### src/rtl/clkts_pkg.sv
// Shared result type, constants and helper function of the time-of-day clock.
`default_nettype none
package clkts_pkg;

    localparam int CmdWidth   = 4;
    localparam int ValueWidth = 7;
    localparam int CfgWidth   = 8;

    // Command codes of the input word.
    localparam logic [CmdWidth-1:0] CMD_TICK    = 4'd0;
    localparam logic [CmdWidth-1:0] CMD_ACCEPT  = 4'd1;
    localparam logic [CmdWidth-1:0] CMD_CANCEL  = 4'd2;
    localparam logic [CmdWidth-1:0] CMD_RIGHT   = 4'd3;
    localparam logic [CmdWidth-1:0] CMD_UP      = 4'd4;
    localparam logic [CmdWidth-1:0] CMD_DOWN    = 4'd5;
    localparam logic [CmdWidth-1:0] CMD_LEFT    = 4'd6;
    localparam logic [CmdWidth-1:0] CMD_SET     = 4'd7;
    localparam logic [CmdWidth-1:0] CMD_EDIT    = 4'd8;
    localparam logic [CmdWidth-1:0] CMD_CONFIRM = 4'd9;
    localparam logic [CmdWidth-1:0] CMD_RESET   = 4'd10;

    // Configuration register indexes.
    localparam logic REG_TICK_PRESCALE = 1'b0;
    localparam logic REG_BLINK_PERIOD  = 1'b1;

    localparam logic [7:0] RESET_PRESCALE = 8'd150;
    localparam logic [6:0] RESET_BLINK    = 7'd80;

    // Cursor sections.
    localparam logic [1:0] SECT_SEC  = 2'd0;
    localparam logic [1:0] SECT_MIN  = 2'd1;
    localparam logic [1:0] SECT_HOUR = 2'd2;

    typedef struct packed {
        logic [3:0] sec_units;
        logic [2:0] sec_tens;
        logic [3:0] min_units;
        logic [2:0] min_tens;
        logic [3:0] hour_units;
        logic [1:0] hour_tens;
        logic       editing;
        logic [1:0] cursor_section;
        logic       blink_phase;
        logic       set_error;
    } result_t;

    // Splits a value below 64 into tens and units; tens by reciprocal 13/128.
    function automatic logic [7:0] to_bcd(input logic [5:0] v);
        logic [9:0] prod;
        logic [3:0] tens;
        logic [6:0] tens_x10;
        logic [3:0] units;
        prod     = {4'd0, v} * 10'd13;
        tens     = {1'b0, prod[9:7]};
        tens_x10 = {tens, 3'd0} - 7'd0 + {2'd0, tens, 1'b0};
        units    = 4'({1'b0, v} - tens_x10);
        return {tens, units};
    endfunction

endpackage
`default_nettype wire

### src/rtl/clkts_in_if.sv
// Input channel of the time-of-day clock: command word with set values.
`default_nettype none
interface clkts_in_if;
    logic                           valid;
    logic                           ready;
    logic [clkts_pkg::CmdWidth-1:0]   command;
    logic [clkts_pkg::ValueWidth-1:0] hour_value;
    logic [clkts_pkg::ValueWidth-1:0] minute_value;
    logic [clkts_pkg::ValueWidth-1:0] second_value;

    modport source (output valid, command, hour_value, minute_value, second_value,
                    input ready);
    modport sink (input valid, command, hour_value, minute_value, second_value,
                  output ready);
endinterface
`default_nettype wire

### src/rtl/clkts_out_if.sv
// Output channel of the time-of-day clock: display digits and status.
`default_nettype none
interface clkts_out_if;
    logic       valid;
    logic       ready;
    logic [3:0] sec_units;
    logic [2:0] sec_tens;
    logic [3:0] min_units;
    logic [2:0] min_tens;
    logic [3:0] hour_units;
    logic [1:0] hour_tens;
    logic       editing;
    logic [1:0] cursor_section;
    logic       blink_phase;
    logic       set_error;

    modport source (output valid, sec_units, sec_tens, min_units, min_tens, hour_units,
                    hour_tens, editing, cursor_section, blink_phase, set_error,
                    input ready);
    modport sink (input valid, sec_units, sec_tens, min_units, min_tens, hour_units,
                  hour_tens, editing, cursor_section, blink_phase, set_error,
                  output ready);
endinterface
`default_nettype wire

### src/rtl/clock_with_time_setting.sv
// Time-of-day clock (hh:mm:ss) with edit mode, cursor and set command.
//
// Usage: every word on in_ch carries one command (tick, key or control) and,
// for the set command, an hour, minute and second value. Every accepted
// word yields exactly one word on out_ch with the six display digits, the
// edit flag, the cursor section, the blink phase and the set error flag, all
// as they stand after the command.
// The accepted word sits in the input register; once it advances, the state
// update and the result register load happen at the same edge, and the
// result register drives out_ch.valid. One word is accepted every cycle while
// the result register is not stalled; the rate is set by the single state
// update path between the input register and the result register.
// When out_ch.ready is low the result register holds its word, the input
// register still takes one more word, and in_ch.ready then drops until the
// result is taken. The reset rst_n clears the time, the digits and all flags,
// and loads the prescaler with 150 and the blink period with 80. Registers
// are written through cfg_we, cfg_index and cfg_data; the user must write them
// only while no word is in flight, as the block itself does not enforce this.
`default_nettype none
module clock_with_time_setting (
    input  wire logic                          clk,
    input  wire logic                          rst_n,
    clkts_in_if.sink                           in_ch,
    clkts_out_if.source                        out_ch,
    input  wire logic                          cfg_we,
    input  wire logic                          cfg_index,
    input  wire logic [clkts_pkg::CfgWidth-1:0] cfg_data
);

    // Configuration registers.
    logic [7:0] prescale_reg;
    logic [6:0] blink_period_reg;

    // Input register.
    logic                             s1_valid_reg;
    logic [clkts_pkg::CmdWidth-1:0]   s1_cmd_reg;
    logic [clkts_pkg::ValueWidth-1:0] s1_hour_reg;
    logic [clkts_pkg::ValueWidth-1:0] s1_min_reg;
    logic [clkts_pkg::ValueWidth-1:0] s1_sec_reg;
    logic                             s1_advance;

    // Clock state.
    logic [5:0] sec_reg, sec_next;
    logic [5:0] min_reg, min_next;
    logic [4:0] hour_reg, hour_next;
    logic [3:0] digit_reg [6];
    logic [3:0] digit_next [6];
    logic       edit_reg, edit_next;
    logic [1:0] sect_reg, sect_next;
    logic [7:0] tick_cnt_reg, tick_cnt_next;
    logic [6:0] blink_cnt_reg, blink_cnt_next;
    logic       blink_reg, blink_next;
    logic       pending_reg, pending_next;
    logic       err_reg, err_next;

    // Result register.
    logic                 out_valid_reg;
    clkts_pkg::result_t   out_reg;
    clkts_pkg::result_t   out_next;

    // Stepped digit pairs for each section, {tens, units}.
    logic [7:0] up_pair [3];
    logic [7:0] dn_pair [3];

    logic [7:0] sec_bcd, min_bcd, hour_bcd;
    logic [5:0] sec_from_dig, min_from_dig;
    logic [4:0] hour_from_dig;
    logic       set_bad;

    function automatic logic [7:0] step_up(input logic [3:0] d0_in, input logic [3:0] d1_in,
                                           input logic is_hour);
        logic [3:0] d0;
        logic [3:0] d1;
        d0 = d0_in + 4'd1;
        d1 = d1_in;
        if (d0 >= 4'd10)
        begin
            d0 = 4'd0;
            d1 = d1 + 4'd1;
        end
        if (!is_hour)
        begin
            if (d1 >= 4'd6)
            begin
                d1 = 4'd0;
            end
        end
        else if ((d0 == 4'd4 && d1 == 4'd2) || d1 > 4'd2)
        begin
            d0 = 4'd0;
            d1 = 4'd0;
        end
        return {d1, d0};
    endfunction

    function automatic logic [7:0] step_down(input logic [3:0] d0_in, input logic [3:0] d1_in,
                                             input logic is_hour);
        logic [3:0] d0;
        logic [3:0] d1;
        logic       under;
        d0    = d0_in;
        d1    = d1_in;
        under = 1'b0;
        if (d0 == 4'd0)
        begin
            d0 = 4'd9;
            if (d1 == 4'd0)
            begin
                under = 1'b1;
            end
            else
            begin
                d1 = d1 - 4'd1;
            end
        end
        else
        begin
            d0 = d0 - 4'd1;
        end
        if (under)
        begin
            if (!is_hour)
            begin
                d1 = 4'd5;
            end
            else
            begin
                d0 = 4'd3;
                d1 = 4'd2;
            end
        end
        return {d1, d0};
    endfunction

    function automatic logic [7:0] from_digits(input logic [3:0] d0, input logic [3:0] d1);
        return {4'd0, d0} + {1'b0, d1, 3'd0} + {3'd0, d1, 1'b0};
    endfunction

    // Handshake.
    assign s1_advance  = s1_valid_reg && (!out_valid_reg || out_ch.ready);
    assign in_ch.ready = !s1_valid_reg || s1_advance;

    always_ff @(posedge clk or negedge rst_n)
    begin
        if (!rst_n)
        begin
            s1_valid_reg <= 1'b0;
        end
        else if (in_ch.ready)
        begin
            s1_valid_reg <= in_ch.valid;
        end
    end

    always_ff @(posedge clk)
    begin
        if (in_ch.valid && in_ch.ready)
        begin
            s1_cmd_reg  <= in_ch.command;
            s1_hour_reg <= in_ch.hour_value;
            s1_min_reg  <= in_ch.minute_value;
            s1_sec_reg  <= in_ch.second_value;
        end
    end

    // Configuration writes.
    always_ff @(posedge clk or negedge rst_n)
    begin
        if (!rst_n)
        begin
            prescale_reg     <= clkts_pkg::RESET_PRESCALE;
            blink_period_reg <= clkts_pkg::RESET_BLINK;
        end
        else if (cfg_we)
        begin
            case (cfg_index)
                clkts_pkg::REG_TICK_PRESCALE: prescale_reg     <= cfg_data;
                clkts_pkg::REG_BLINK_PERIOD:  blink_period_reg <= cfg_data[6:0];
                default: ;
            endcase
        end
    end

    // Per-section digit steps, each reading its own fixed digit pair.
    always_comb
    begin
        for (int k = 0; k < 3; k++)
        begin
            up_pair[k] = step_up(digit_reg[2*k], digit_reg[2*k+1], k == 2);
            dn_pair[k] = step_down(digit_reg[2*k], digit_reg[2*k+1], k == 2);
        end
    end

    assign sec_bcd       = clkts_pkg::to_bcd(sec_reg);
    assign min_bcd       = clkts_pkg::to_bcd(min_reg);
    assign hour_bcd      = clkts_pkg::to_bcd({1'b0, hour_reg});
    assign sec_from_dig  = 6'(from_digits(digit_reg[0], digit_reg[1]));
    assign min_from_dig  = 6'(from_digits(digit_reg[2], digit_reg[3]));
    assign hour_from_dig = 5'(from_digits(digit_reg[4], digit_reg[5]));
    assign set_bad       = s1_hour_reg > 7'd23 || s1_min_reg > 7'd59 || s1_sec_reg > 7'd59;

    // State update for the word in the input register.
    always_comb
    begin
        logic [7:0] tc;
        logic [6:0] bc;
        logic       pend;
        logic [5:0] s_inc;
        logic [5:0] m_inc;
        logic [4:0] h_inc;

        sec_next       = sec_reg;
        min_next       = min_reg;
        hour_next      = hour_reg;
        for (int k = 0; k < 6; k++)
        begin
            digit_next[k] = digit_reg[k];
        end
        edit_next      = edit_reg;
        sect_next      = sect_reg;
        tick_cnt_next  = tick_cnt_reg;
        blink_cnt_next = blink_cnt_reg;
        blink_next     = blink_reg;
        pending_next   = pending_reg;
        err_next       = err_reg;
        tc             = tick_cnt_reg;
        bc             = blink_cnt_reg;
        pend           = pending_reg;
        s_inc          = sec_reg + 6'd1;
        m_inc          = min_reg;
        h_inc          = hour_reg;

        if (s1_advance)
        begin
            case (s1_cmd_reg)
                clkts_pkg::CMD_TICK:
                begin
                    if (tc >= prescale_reg)
                    begin
                        pend = 1'b1;
                        tc   = 8'd0;
                    end
                    if (!edit_reg)
                    begin
                        tc = tc + 8'd1;
                    end
                    else
                    begin
                        bc = bc + 7'd1;
                        if (bc == blink_period_reg)
                        begin
                            bc         = 7'd0;
                            blink_next = !blink_reg;
                        end
                    end
                    if (pend && !edit_reg)
                    begin
                        pend          = 1'b0;
                        digit_next[0] = sec_bcd[3:0];
                        digit_next[1] = sec_bcd[7:4];
                        digit_next[2] = min_bcd[3:0];
                        digit_next[3] = min_bcd[7:4];
                        digit_next[4] = hour_bcd[3:0];
                        digit_next[5] = hour_bcd[7:4];
                        // Seconds carry into minutes, minutes into hours.
                        if (s_inc >= 6'd60)
                        begin
                            s_inc = 6'd0;
                            m_inc = min_reg + 6'd1;
                        end
                        if (m_inc >= 6'd60)
                        begin
                            m_inc = 6'd0;
                            h_inc = hour_reg + 5'd1;
                        end
                        if (h_inc >= 5'd24)
                        begin
                            h_inc = 5'd0;
                        end
                        sec_next  = s_inc;
                        min_next  = m_inc;
                        hour_next = h_inc;
                    end
                    tick_cnt_next  = tc;
                    blink_cnt_next = bc;
                    pending_next   = pend;
                end
                clkts_pkg::CMD_ACCEPT:
                begin
                    if (edit_reg)
                    begin
                        sec_next      = sec_from_dig;
                        min_next      = min_from_dig;
                        hour_next     = hour_from_dig;
                        blink_next    = 1'b0;
                        edit_next     = 1'b0;
                        tick_cnt_next = prescale_reg;
                    end
                end
                clkts_pkg::CMD_CANCEL:
                begin
                    edit_next  = 1'b0;
                    blink_next = 1'b0;
                end
                clkts_pkg::CMD_RIGHT:
                begin
                    edit_next = 1'b1;
                    // Entering edit mode starts the move from minutes.
                    if (!edit_reg || sect_reg == clkts_pkg::SECT_MIN)
                    begin
                        sect_next = clkts_pkg::SECT_SEC;
                    end
                    else if (sect_reg == clkts_pkg::SECT_SEC)
                    begin
                        sect_next = clkts_pkg::SECT_HOUR;
                    end
                    else
                    begin
                        sect_next = sect_reg - 2'd1;
                    end
                    if (edit_reg && sect_reg > clkts_pkg::SECT_HOUR)
                    begin
                        sect_next = clkts_pkg::SECT_HOUR;
                    end
                    blink_cnt_next = 7'd0;
                end
                clkts_pkg::CMD_UP:
                begin
                    if (edit_reg)
                    begin
                        for (int k = 0; k < 3; k++)
                        begin
                            if (sect_reg == 2'(k))
                            begin
                                digit_next[2*k]   = up_pair[k][3:0];
                                digit_next[2*k+1] = up_pair[k][7:4];
                            end
                        end
                    end
                end
                clkts_pkg::CMD_DOWN:
                begin
                    if (edit_reg)
                    begin
                        for (int k = 0; k < 3; k++)
                        begin
                            if (sect_reg == 2'(k))
                            begin
                                digit_next[2*k]   = dn_pair[k][3:0];
                                digit_next[2*k+1] = dn_pair[k][7:4];
                            end
                        end
                    end
                end
                clkts_pkg::CMD_LEFT:
                begin
                    edit_next = 1'b1;
                    // Entering edit mode starts the move from hours.
                    if (!edit_reg || sect_reg >= clkts_pkg::SECT_HOUR)
                    begin
                        sect_next = clkts_pkg::SECT_SEC;
                    end
                    else
                    begin
                        sect_next = sect_reg + 2'd1;
                    end
                    blink_cnt_next = 7'd0;
                end
                clkts_pkg::CMD_SET:
                begin
                    if (set_bad)
                    begin
                        sec_next  = sec_from_dig;
                        min_next  = min_from_dig;
                        hour_next = hour_from_dig;
                        err_next  = 1'b1;
                    end
                    else
                    begin
                        sec_next  = s1_sec_reg[5:0];
                        min_next  = s1_min_reg[5:0];
                        hour_next = s1_hour_reg[4:0];
                        err_next  = 1'b0;
                    end
                    tick_cnt_next = prescale_reg;
                end
                clkts_pkg::CMD_EDIT:
                begin
                    err_next  = 1'b0;
                    edit_next = 1'b1;
                    sect_next = clkts_pkg::SECT_SEC;
                end
                clkts_pkg::CMD_CONFIRM:
                begin
                    err_next   = 1'b0;
                    sec_next   = sec_from_dig;
                    min_next   = min_from_dig;
                    hour_next  = hour_from_dig;
                    edit_next  = 1'b0;
                    blink_next = 1'b0;
                end
                clkts_pkg::CMD_RESET:
                begin
                    sec_next       = 6'd0;
                    min_next       = 6'd0;
                    hour_next      = 5'd0;
                    for (int k = 0; k < 6; k++)
                    begin
                        digit_next[k] = 4'd0;
                    end
                    edit_next      = 1'b0;
                    sect_next      = clkts_pkg::SECT_SEC;
                    tick_cnt_next  = prescale_reg;
                    blink_cnt_next = 7'd0;
                    blink_next     = 1'b0;
                    pending_next   = 1'b0;
                    err_next       = 1'b0;
                end
                default: ;
            endcase
        end
    end

    always_ff @(posedge clk or negedge rst_n)
    begin
        if (!rst_n)
        begin
            sec_reg       <= 6'd0;
            min_reg       <= 6'd0;
            hour_reg      <= 5'd0;
            for (int k = 0; k < 6; k++)
            begin
                digit_reg[k] <= 4'd0;
            end
            edit_reg      <= 1'b0;
            sect_reg      <= clkts_pkg::SECT_SEC;
            tick_cnt_reg  <= clkts_pkg::RESET_PRESCALE;
            blink_cnt_reg <= 7'd0;
            blink_reg     <= 1'b0;
            pending_reg   <= 1'b0;
            err_reg       <= 1'b0;
        end
        else
        begin
            sec_reg       <= sec_next;
            min_reg       <= min_next;
            hour_reg      <= hour_next;
            for (int k = 0; k < 6; k++)
            begin
                digit_reg[k] <= digit_next[k];
            end
            edit_reg      <= edit_next;
            sect_reg      <= sect_next;
            tick_cnt_reg  <= tick_cnt_next;
            blink_cnt_reg <= blink_cnt_next;
            blink_reg     <= blink_next;
            pending_reg   <= pending_next;
            err_reg       <= err_next;
        end
    end

    // Result word: the state as it stands after the command.
    always_comb
    begin
        out_next.sec_units      = digit_next[0];
        out_next.sec_tens       = digit_next[1][2:0];
        out_next.min_units      = digit_next[2];
        out_next.min_tens       = digit_next[3][2:0];
        out_next.hour_units     = digit_next[4];
        out_next.hour_tens      = digit_next[5][1:0];
        out_next.editing        = edit_next;
        out_next.cursor_section = sect_next;
        out_next.blink_phase    = blink_next;
        out_next.set_error      = err_next;
    end

    always_ff @(posedge clk or negedge rst_n)
    begin
        if (!rst_n)
        begin
            out_valid_reg <= 1'b0;
        end
        else if (s1_advance)
        begin
            out_valid_reg <= 1'b1;
        end
        else if (out_ch.ready)
        begin
            out_valid_reg <= 1'b0;
        end
    end

    always_ff @(posedge clk)
    begin
        if (s1_advance)
        begin
            out_reg <= out_next;
        end
    end

    assign out_ch.valid          = out_valid_reg;
    assign out_ch.sec_units      = out_reg.sec_units;
    assign out_ch.sec_tens       = out_reg.sec_tens;
    assign out_ch.min_units      = out_reg.min_units;
    assign out_ch.min_tens       = out_reg.min_tens;
    assign out_ch.hour_units     = out_reg.hour_units;
    assign out_ch.hour_tens      = out_reg.hour_tens;
    assign out_ch.editing        = out_reg.editing;
    assign out_ch.cursor_section = out_reg.cursor_section;
    assign out_ch.blink_phase    = out_reg.blink_phase;
    assign out_ch.set_error      = out_reg.set_error;

    // The cursor never reaches the unused fourth code.
    a_sect_range: assert property (@(posedge clk) disable iff (!rst_n)
        sect_reg != 2'd3)
        else $error("cursor section out of range");

    // The blink phase is only ever on while editing.
    a_blink_edit: assert property (@(posedge clk) disable iff (!rst_n)
        blink_reg |-> edit_reg)
        else $error("blink phase set outside edit mode");

    // The running time stays a legal time of day.
    a_time_range: assert property (@(posedge clk) disable iff (!rst_n)
        sec_reg < 6'd60 && min_reg < 6'd60 && hour_reg < 5'd24)
        else $error("time counters out of range");

    // A word held back by a stalled result register is not dropped.
    a_s1_hold: assert property (@(posedge clk) disable iff (!rst_n)
        s1_valid_reg && !s1_advance |=> s1_valid_reg && $stable(s1_cmd_reg))
        else $error("input word lost while stalled");

endmodule
`default_nettype wire

### src/flat_wrapper.sv
// flat-port wrapper written by rule: the top's interface ports become plain ports
module clock_with_time_setting_flat 
  (clk, rst_n, cfg_we, cfg_index, cfg_data, in_ch_valid, in_ch_command, in_ch_hour_value, in_ch_minute_value, in_ch_second_value, in_ch_ready, out_ch_valid, out_ch_sec_units, out_ch_sec_tens, out_ch_min_units, out_ch_min_tens, out_ch_hour_units, out_ch_hour_tens, out_ch_editing, out_ch_cursor_section, out_ch_blink_phase, out_ch_set_error, out_ch_ready);
  clkts_in_if in_ch_i ();
  clkts_out_if out_ch_i ();
  input  wire logic clk;
  input  wire logic rst_n;
  input  wire logic cfg_we;
  input  wire logic cfg_index;
  input  wire logic [clkts_pkg::CfgWidth-1:0] cfg_data;
  input wire logic [$bits(in_ch_i.valid)-1:0] in_ch_valid;
  input wire logic [$bits(in_ch_i.command)-1:0] in_ch_command;
  input wire logic [$bits(in_ch_i.hour_value)-1:0] in_ch_hour_value;
  input wire logic [$bits(in_ch_i.minute_value)-1:0] in_ch_minute_value;
  input wire logic [$bits(in_ch_i.second_value)-1:0] in_ch_second_value;
  output wire logic [$bits(in_ch_i.ready)-1:0] in_ch_ready;
  output wire logic [$bits(out_ch_i.valid)-1:0] out_ch_valid;
  output wire logic [$bits(out_ch_i.sec_units)-1:0] out_ch_sec_units;
  output wire logic [$bits(out_ch_i.sec_tens)-1:0] out_ch_sec_tens;
  output wire logic [$bits(out_ch_i.min_units)-1:0] out_ch_min_units;
  output wire logic [$bits(out_ch_i.min_tens)-1:0] out_ch_min_tens;
  output wire logic [$bits(out_ch_i.hour_units)-1:0] out_ch_hour_units;
  output wire logic [$bits(out_ch_i.hour_tens)-1:0] out_ch_hour_tens;
  output wire logic [$bits(out_ch_i.editing)-1:0] out_ch_editing;
  output wire logic [$bits(out_ch_i.cursor_section)-1:0] out_ch_cursor_section;
  output wire logic [$bits(out_ch_i.blink_phase)-1:0] out_ch_blink_phase;
  output wire logic [$bits(out_ch_i.set_error)-1:0] out_ch_set_error;
  input wire logic [$bits(out_ch_i.ready)-1:0] out_ch_ready;
  assign in_ch_i.valid = in_ch_valid;
  assign in_ch_i.command = in_ch_command;
  assign in_ch_i.hour_value = in_ch_hour_value;
  assign in_ch_i.minute_value = in_ch_minute_value;
  assign in_ch_i.second_value = in_ch_second_value;
  assign in_ch_ready = in_ch_i.ready;
  assign out_ch_valid = out_ch_i.valid;
  assign out_ch_sec_units = out_ch_i.sec_units;
  assign out_ch_sec_tens = out_ch_i.sec_tens;
  assign out_ch_min_units = out_ch_i.min_units;
  assign out_ch_min_tens = out_ch_i.min_tens;
  assign out_ch_hour_units = out_ch_i.hour_units;
  assign out_ch_hour_tens = out_ch_i.hour_tens;
  assign out_ch_editing = out_ch_i.editing;
  assign out_ch_cursor_section = out_ch_i.cursor_section;
  assign out_ch_blink_phase = out_ch_i.blink_phase;
  assign out_ch_set_error = out_ch_i.set_error;
  assign out_ch_i.ready = out_ch_ready;
  clock_with_time_setting u_core (.clk(clk), .rst_n(rst_n), .in_ch(in_ch_i), .out_ch(out_ch_i), .cfg_we(cfg_we), .cfg_index(cfg_index), .cfg_data(cfg_data));
endmodule
### config.mk
export PLATFORM = sky130hd
export DESIGN_NAME = clock_with_time_setting_flat
export DESIGN_NICKNAME = d
export VERILOG_FILES = /design/src/rtl/clkts_pkg.sv /design/src/rtl/clkts_in_if.sv /design/src/rtl/clkts_out_if.sv /design/src/rtl/clock_with_time_setting.sv /design/src/flat_wrapper.sv
export SDC_FILE = /design/constraint.sdc
export NUM_CORES = 1
export LEC_CHECK = 0
export ABC_AREA = 1
export BUFFER_PORTS_ARGS = -buffer_cell sky130_fd_sc_hd__buf_2
export CAP_MARGIN = 30
export CORE_ASPECT_RATIO = 1.75
export CORE_MARGIN = 5
export CORE_UTILIZATION = 35
export DETAILED_ROUTE_END_ITERATION = 12
export PLACE_DENSITY = 0.5
export SYNTH_ARGS = -nofsm -noshare
export SYNTH_HDL_FRONTEND = slang
export SYNTH_SLANG_ARGS = --single-unit
### constraint.sdc
create_clock -name clk -period 7.2 [get_ports clk]
set_clock_uncertainty 0.05 [all_clocks]
set_input_delay 1.08 -clock clk [delete_from_list [all_inputs] [get_ports clk]]
set_output_delay 1.08 -clock clk [all_outputs]
set_load 0.005 [all_outputs]
# Yosys cells after proc, flatten, opt, wreduce, memory -nomap -nowiden
# Cells that the tools add are included.
# W data, S select, Z words.
word_totals:
  reg_bits: 129
  latch_bits: 0
  ramBits: 0
  mem_bits_ro: 0
  input_bits: 39
  out_inout_bits: 27
  wordCells: 260
  mem_count: 0
classes:
  addsub: 31
  multipliers: 3
  n_div: 0
  magnitude_cmp: 15
  n_eq_ne: 32
  shift: 0
  mux: 95
  n_bitwise: 1
  reduce_logical: 46
op_table:
  columns: ["cell", "count"]
  rows:
  - ["$mux W24", 4]
  - ["$pmux W24 S4", 1]
  - ["$mux W4", 23]
  - ["$mux W8", 11]
  - ["$mux W6", 12]
  - ["$pmux W6 S5", 2]
  - ["$mux W5", 8]
  - ["$logic_not A4 Y1", 7]
  - ["$reduce_and A9 Y1", 3]
  - ["$pmux W5 S5", 1]
  - ["$add A4 B1 Y4 const B", 6]
  - ["$pmux W8 S3", 1]
  - ["$sub A4 B1 Y4 const B", 6]
  - ["$ne A2 B1 Y1 const B", 11]
  - ["$eq A4 B3 Y1 const B", 5]
  - ["$mul A6 B4 Y10 const B", 2]
  - ["$mux W1", 19]
  - ["$gt A7 B6 Y1 const B", 2]
  - ["$mux W7", 2]
  - ["$pmux W7 S2", 1]
  - ["$add A4 B6 Y6", 2]
  - ["$add A6 B1 Y6 const B", 2]
  - ["$add A6 B5 Y6", 2]
  - ["$eq A4 B2 Y1 const B", 3]
  - ["46 further kinds", 87]

# Depth between registers and ports, before layout
logic_depth:
  depth_word: 17
  depth_mapped: 23
  ltp_nobuf: 23

# Least setup slack after synthesis
# No wires, ideal clock.
synth_timing:
  path_kind: "register to register"
  startpoint: "register u_core.sec_reg[1]"
  endpoint: "register u_core.out_reg, in the netlist u_core.out_ch.sec_units[3], data pin"
  setup_ps: 261
  arrival_time_ps: 2939
  required_time_ps: 6889
  setup_slack_ps: 3950
  stages_incl_launch_ff: 19
  path_buffers: 0
  synth_period_minus_slack_ps: 3250
  path_cell_list: "dfrtp_1 ha_1 xor2_1 ha_1 a21o_1 ha_1 a21oi_1 nand3b_1 nand3_1 or2_2 nand2_1 inv_1 ha_1 nand2_1 nand3_1 nand2_1 nand2_1 nand3_1 a21oi_1"
synth_lines:
  columns: ["item", "line", "text"]
  rows:
  - ["start, declared", "clock_with_time_setting.sv:43", "logic [5:0] sec_reg, sec_next;"]
  - ["start signal, assigned", "clock_with_time_setting.sv:445", "sec_reg <= sec_next;"]
  - ["end signal, assigned", "clock_with_time_setting.sv:497", "out_reg <= out_next;"]
  - ["end, declared", "clock_with_time_setting.sv:58", "clkts_pkg::result_t out_reg;"]

==> flow_summary.json <==
{
  "status": "finished, final reports clean",
  "rsz0062_at_grt": "false",
  "fp.dieH_um": 235,
  "grt_start_max_net_pins": 44,
  "crit_fanout": 7,
  "drt_pass1_iterations": 4,
  "fin_tns_setup_ps": 0,
  "syn-num-nets": 1451,
  "max_freq_mhz": 278,
  "crit_family": "adder cells",
  "globalRouteTotalUtil_pct": 18.4,
  "maxSlewHeadroom_pct": 39.0,
  "dp_hpwl_um": 23500,
  "critPathSlowestCell": "dfrtp_1",
  "synth_simple_gate_area_share_pct": 24.4,
  "hold_buffers": 0,
  "synth-edff-count": 50,
  "cts.path.max_buffers": 2,
  "post_cts_buffers": 0,
  "h-tree-depth": 4,
  "final_util_pct": 39.9,
  "cts_tree": "done",
  "vias_per_cell": 5.04,
  "reg2reg_depth": 19,
  "gp_congestion": 0.895,
  "synth_seq_area_share_pct": 34.5,
  "wl_per_cell_um": 17.0,
  "final_layout_size_suffix_gt1_share_pct": 12.0,
  "root_buffer": "clkbuf_16",
  "start_util_pct": 35.4,
  "ant_nets": 0,
  "worstPathCellList": "ha_1, xor2_1, ha_1, ha_1, nand2_1, o21bai_1, nand3_1, nand2_1, nand2_1, nand2_1, nand3_1, inv_1, ha_1, nand2_1, nand3_1, nand2_1, a21boi_0, o21ai_0, a21oi_1",
  "core_um2": 28600,
  "avgSynthCellArea_um2": 7.76,
  "synthAdderAreaFrac_pct": 13.8,
  "clock-sinks": 129,
  "vias": 8860,
  "drc": 0,
  "synth_compound_area_share_pct": 14.3,
  "critPathArrivalTime_ps": 3730,
  "port_buffers": 65,
  "worstSetupEndpointType": "flop",
  "powerDensity_nw_per_um2": 427,
  "rows": 82,
  "max_stage_delay_ps": 480,
  "critPathBufInv": 1,
  "final_nets": 1512,
  "finalHoldViolCount": 0,
  "ios": 66,
  "routed_wirelength_um": 29900,
  "min_path_cells": 2,
  "grt_overflow_total": 0,
  "yosysTopAreaCell": "dfrtp_1",
  "worst_ep_required_time_ps": 7330,
  "layout_commonest_cell": "nand2_1",
  "yosys-top-cells-area": "dfrtp_1 17%, edfxtp_1 15%, ha_1 12%, nand2_1 10%, inv_1 6.1%",
  "grt_pass1_wl_um": 47200,
  "diodes": 0,
  "drv_slew": 0,
  "clk_pin_slew_worst_paths_ps": 60,
  "drv_cap": 0,
  "ys.flop_type": "dfrtp_1",
  "async_flop_share_pct": 61.2,
  "clk_latency_ps": 450,
  "final_cell_mix": "281 x nand2_1, 164 x inv_1, 99 x ha_1",
  "synth_top_area_share_pct": 17.0,
  "vdd_drop_max_mv": 0.206,
  "cp-start-kind": "flop",
  "ys_seq_elements": 129,
  "period_share_pct": 49.9,
  "crit_type": "reg -> reg",
  "period_minus_slack_ps": 3590,
  "synth_xor_area_share_pct": 4.74,
  "setup_violations": 0,
  "tightest_slew_ps": 908,
  "cp_common_cell": "nand2_1",
  "cts_inserted_buffers": 17,
  "cts.repair.resized": 0,
  "syn-cell-area_um2": 10100,
  "leakage_uw": 0.00552,
  "drt-initial-drc-count": 421,
  "whs_ps": 436,
  "dieArea_um2": 32600,
  "antenna_found_initial": 0,
  "area_delta_synth_final_pct": 12.7,
  "fillers": 2954,
  "syn_inst": 1305,
  "largest_reg_flops": 24,
  "worstSetupPathDepth": 19,
  "hp-class": "reg -> reg",
  "ys_types": 59,
  "synth_top_family_by_area": "simple AND/OR/NAND/NOR gates",
  "grt_pass1_vias": 8940,
  "synth_mux_area_share_pct": 0,
  "die_w_um": 139,
  "synth_warnings": 0
}
[cell type report]
| cell class | instances | area, um2 | area share (%) |
|---|---|---|---|
| multi-input cells | 965 | 5800 | 50.8 |
| flip-flops and latches | 129 | 3490 | 30.6 |
| inverters | 182 | 692 | 6.06 |
| clock buffers | 23 | 520 | 4.56 |
| well taps | 378 | 473 | 4.14 |
| repair buffers | 71 | 373 | 3.27 |
| clock inverters | 9 | 63.8 | 0.559 |
[tightest hold or removal path, stage by stage, from the launching register on]
cell and delay [ps]:
dfrtp_1 340, nand2_1 50, o21ai_0 60
[cells by family after synthesis]
logic type / Yosys count
xor+xnor: 54
compound gates: 251
buf+inv: 211
flops: 129
simple gates: 553
fa+ha+maj: 107
[layer usage]
metal,part of all wire [%],vias to the layer above,track usage [%],wire length (um)
met5,0,-,0,0
met4,3.6,0,8.12,1070
met3,2.8,54,2.71,845
met2,56,150,36.6,16800
met1,37,4164,18.4,11100
li1,-,4492,-,-
[per-stage QoR]
step	setup WS [ps]	cells	total power, uW	cell area (um2)
3_5_place_dp	3620	1725	4030	10800
3_3_place_gp	3680	1725	4010	10800
2_1_floorplan	3950	1305	3300	10100
5_1_grt	3310	1757	5360	11400
4_1_cts	3600	1757	4910	11400
6_report	3610	1757	4870	11400
[synthesized netlist by cell type (9+ instances only)]
cell,n
nand4_1,30
dfstp_2,10
xor2_1,34
inv_1,164
inv_2,9
o21ai_0,98
nand2_1,281
xnor2_1,19
dfrtp_1,69
nand2_2,14
a21oi_1,75
nand3_1,82
a22oi_1,10
edfxtp_1,50
o21ai_1,13
nor2_1,96
o211ai_1,9
ha_1,99
clkbuf_1,15
nor3_1,24
[worst paths after layout]
kind | start | end | slack (ps)
min in group asynchronous | rst_n | u_core.digit_reg[4] | 570
hold reg to reg | u_core.prescale_reg[5] | u_core.prescale_reg[5] | 440
setup reg to reg | u_core.min_reg[1] | u_core.out_ch.min_units[3] | 3610
max in group asynchronous | rst_n | u_core.s1_valid_reg | 5520
hold / removal | u_core.prescale_reg[5] | u_core.prescale_reg[5] | 440
setup / recovery | u_core.min_reg[1] | u_core.out_ch.min_units[3] | 3610
[report_power, final]
group          internal [uW]  switching, uW  total, uW
Combinational           1030           1700       2720
Sequential               990            300       1290
Clock                    511            351        861
Total                   2530           2350       4870
No activity file was read; power rests on OpenSTA's default activity.
